==> src/hdl/wu_pkg.sv <==
package wu_pkg;

    localparam int IMG_WIDTH = 256;
    localparam int IMG_HEIGHT = 256;
    localparam int COORD_FRAC_BITS = 6;
    localparam int COL_W = $clog2(IMG_WIDTH);
    localparam int ROW_W = $clog2(IMG_HEIGHT);
    localparam int ADDR_W = COL_W + ROW_W;
    localparam int DEPTH = IMG_WIDTH * IMG_HEIGHT;
    localparam int PIX_W = 17;
    localparam logic [PIX_W-1:0] PIX_ONE = 17'd65536;
    localparam int CNT_W = 12;
    localparam logic [CNT_W-1:0] PLOT_CAP = 12'd4095;
    localparam int POS_W = 28;
    localparam int Q_DEPTH = 2;

    typedef enum logic [1:0] {
        REQ_DRAW  = 2'd0,
        REQ_READ  = 2'd1,
        REQ_WRITE = 2'd2,
        REQ_NONE  = 2'd3
    } req_t;

    typedef struct packed {
        req_t        kind;
        logic [15:0] x0;
        logic [15:0] y0;
        logic [15:0] x1;
        logic [15:0] y1;
        logic [15:0] color;
        logic [9:0]  pcol;
        logic [9:0]  prow;
        logic [16:0] pval;
    } item_t;

    typedef struct packed {
        logic [PIX_W-1:0] read_value;
        logic [CNT_W-1:0] plots_done;
        logic             clipped;
    } result_t;

    typedef enum logic [3:0] {
        ST_IDLE,
        ST_DIV,
        ST_SETUP,
        ST_PLOT,
        ST_RD,
        ST_WAIT,
        ST_WR,
        ST_READ_WAIT,
        ST_READ_DONE,
        ST_DONE
    } state_t;

endpackage

==> src/hdl/wu_queue.sv <==
module wu_queue (
    input  logic          clk,
    input  logic          rst_n,
    input  logic          in_valid,
    output logic          in_ready,
    input  wu_pkg::item_t in_item,
    output logic          out_valid,
    input  logic          out_ready,
    output wu_pkg::item_t out_item
);

    wu_pkg::item_t mem_reg [wu_pkg::Q_DEPTH];
    logic          wp_reg, rp_reg;
    logic [1:0]    cnt_reg;
    logic          push, pop;

    assign in_ready  = (cnt_reg != 2'(wu_pkg::Q_DEPTH));
    assign out_valid = (cnt_reg != 2'd0);
    assign out_item  = mem_reg[rp_reg];
    assign push      = in_valid && in_ready;
    assign pop       = out_valid && out_ready;

    always_ff @(posedge clk or negedge rst_n)
    begin
        if (!rst_n)
        begin
            wp_reg  <= 1'b0;
            rp_reg  <= 1'b0;
            cnt_reg <= 2'd0;
        end
        else
        begin
            if (push)
            begin
                wp_reg <= ~wp_reg;
            end
            if (pop)
            begin
                rp_reg <= ~rp_reg;
            end
            cnt_reg <= cnt_reg + 2'(push) - 2'(pop);
        end
    end

    always_ff @(posedge clk)
    begin
        if (push)
        begin
            mem_reg[wp_reg] <= in_item;
        end
    end

endmodule

==> config.mk <==
export PLATFORM = sky130hd
export DESIGN_NAME = wu_queue
export DESIGN_NICKNAME = d
export VERILOG_FILES = /design/src/hdl/wu_pkg.sv /design/src/hdl/wu_queue.sv
export SDC_FILE = /design/constraint.sdc
export NUM_CORES = 1
export LEC_CHECK = 0
export BUFFER_PORTS_ARGS = -buffer_cell sky130_fd_sc_hd__buf_4
export CORE_AREA = 5 5 132 134
export DETAILED_ROUTE_END_ITERATION = 12
export DIE_AREA = 0 0 137 139
export HOLD_SLACK_MARGIN = 0.08
export PLACE_DENSITY = 0.86
export SYNTH_ARGS = -nofsm -noshare
export SYNTH_HDL_FRONTEND = slang
export SYNTH_SLANG_ARGS = --single-unit
==> constraint.sdc <==
create_clock -name clk -period 12.9 [get_ports clk]
set_clock_uncertainty 0.2 [all_clocks]
set_input_delay 0.645 -clock clk [delete_from_list [all_inputs] [get_ports clk]]
set_output_delay 0.645 -clock clk [all_outputs]
set_load 0.05 [all_outputs]
==> flow_summary.ini <==
[power]
power_mw = 3.12
leakage_nw = 4.32
vdd_drop_max_mv = 0.157
powerDensity_mw_per_mm2 = 270

[clock_network]
cts_max_level = 1
root_buffer = clkbuf_16
ctsLongestPathBuffers = 3
clkLatencyLatePin_ns = 0.49
numCtsBuffers = 24
cts_setup_buffers = 0
postCtsHoldBufs = 1
cts_sinks = 242
clkTransAtPathRegs_ns = 0.06
ctsResizeCount = 0
cts_tree = yes

[routing]
drcViolationCount = 0
wl_per_cell_um = 19.8
firstDrtPassIters = 4
num_vias = 4511
postRouteAntennaNets = 0
wirelength_um = 17500
vias_per_cell = 5.10
first_iter_violations = 275

[setup_path]
critPathLaunch = rp_reg$_DFFE_PN0P_
path_class = reg2out
r2r_cells = 3
rr_startpoint = cnt_reg[1]$_DFF_PN0_
worstPathRequired_ns = 12.06
cp.arrival_ns = 2.85
endpoint_kind = primary output
critPathLaunchType = flop
crit_fanout = 74

[sta]
maxSlewHeadroom_pct = 35.9
setup_slack_ns = 9.20
fin_setup_tns_ns = 0
finalHoldViolations = 0
tightest_slew_ns = 0.962
fin_crit_sh_pct = 28.7
rsz0062_at_grt = no
setup_viol = 0
min_period_ns = 3.70
fmax_mhz = 271
drv_slew = 0

[layout]
area_delta_synth_final_pct = 31.1
n_antenna_cell = 0
layout-drive-gt1-share_pct = 60.2
mostFrequentLayoutCells = buf_4 (247), edfxtp_1 (238), mux2_2 (119), clkbuf_16 (25), clkbuf_1 (8)
nNetsFinal = 773
largest_register_ffs = 238
final_cells = 884
final_common_cell = buf_4

[global_routing]
grt_pass1_wl_um = 26400
antenna_found_initial = 0
overflow = 0
grt_pass1_vias = 4947
grt_usage_pct = 17.7
grt_max_degree = 75

[min_path]
hold_path.startpoint = in_item[94]
min_path_type = in2reg
hold_depth = 1

[placed_design]
pre_cts_ws_ns = 9.69
gp_congestion = 0.732
port_buffers = 243
dp_hpwl_um = 11800
dp.cells = 841

[synthesis]
netlist.area_leader.share_pct = 81.0
yosys.area_share.simple_pct = 0.397
synth.cell_area_mm2 = 0.00882
synth_top_area_cell = edfxtp_1
avgSynthCellArea_um2 = 22.8
syn-num-nets = 512
synth_top_family_by_area = multiplexers
synthCells = 387
muxShareOfSynthArea_pct = 15.2
yosysSeqAreaShare_pct = 82.2
ys_types = 15
yosys_warnings = 0
synthAdderAreaFrac_pct = 0.284
synth_xor_xnor_area_share_pct = 0.397
synth-seq-cells = 242
synth-compound-area-share_pct = 0
synthTopCellsByArea = edfxtp_1 (81%), mux2_2 (15%), buf_6 (1.4%), dfrtp_1 (1.1%), xnor2_1 (0.30%)

[floorplanning]
start_util_pct = 54.5
core_area_mm2 = 0.0162
die_area_mm2 = 0.0190
die_h_um = 139
die_x_um = 137
fp-row-count = 47
pin_count = 244

[status]
status = finished, final reports clean

[flow_run]
drv_cap = 0
-- per-layer routing --
layer,vias to the layer above,GRT usage (%),part of all wire (%)
met5,-,0,0
met4,0,4.88,2.2
met3,36,5.15,8.5
met2,183,31.3,52
met1,2233,21.0,37
li1,2059,-,-
-- path summary, 6_finish.rpt --
kind / to / slack, ns
max in group asynchronous: rp_reg$_DFFE_PN0P_ / 12.08
min in group asynchronous: cnt_reg[1]$_DFF_PN0_ / 0.31
hold / removal: mem_reg[1][94]$_DFFE_PP_ / 0.13
hold reg to reg: cnt_reg[0]$_DFF_PN0_ / 0.35
setup / recovery: out_item[31] / 9.20
setup reg to reg: mem_reg[1][33]$_DFFE_PP_ / 10.19
-- synthesized netlist by cell type --
cell type	count
xnor2_1	3
nand2b_1	1
or2_2	1
buf_6	11
and3_1	1
dfrtp_1	4
nor2_1	1
nand2_1	1
mux2_2	119
and2_4	1
xor2_1	1
ha_1	2
buf_2	2
inv_1	1
edfxtp_1	238
-- metrics by stage --
| step | util (%) | hold slack (ns) | area [µm²] |
|---|---|---|---|
| floorplan | - | 0.149 | 8820 |
| global placement | 67.0 | 0.243 | 10800 |
| detailed placement | 67.0 | 0.247 | 10800 |
| CTS | 71.5 | 0.104 | 11600 |
| global route | 71.5 | 0.0971 | 11600 |
| finish | 71.5 | 0.128 | 11600 |
-- where the power goes --
part	switching (mW)	internal (mW)	leakage (nW)
registers	0.0671	1.08	2.26
clock network	0.266	0.373	0.351
logic	0.904	0.431	1.71
total	1.24	1.88	4.32
-- kinds of logic after synthesis --
kind of cell,count (synthesis)
XOR/XNOR,4
adder cells (fa/ha/maj),2
buffers and inverters,14
flip-flops,242
multiplexers,119
AND/OR/NAND/NOR,6
-- final cells by class --
| class | count | area, µm² |
|---|---|---|
| clock inverter | 9 | 63.8 |
| timing repair buffer | 248 | 1860 |
| inverter | 1 | 3.75 |
| sequential | 242 | 7250 |
| multi-input combinational | 131 | 1450 |
| tap | 220 | 275 |
| fill | 975 | 4610 |
| clock buffer | 33 | 656 |
-- critical path: stages (launching register included) --
cell and delay, ns:
dfrtp_4 0.82, buf_4 0.81, mux2_2 0.43, buf_4 0.19
Power figures use the tool's default switching activity.
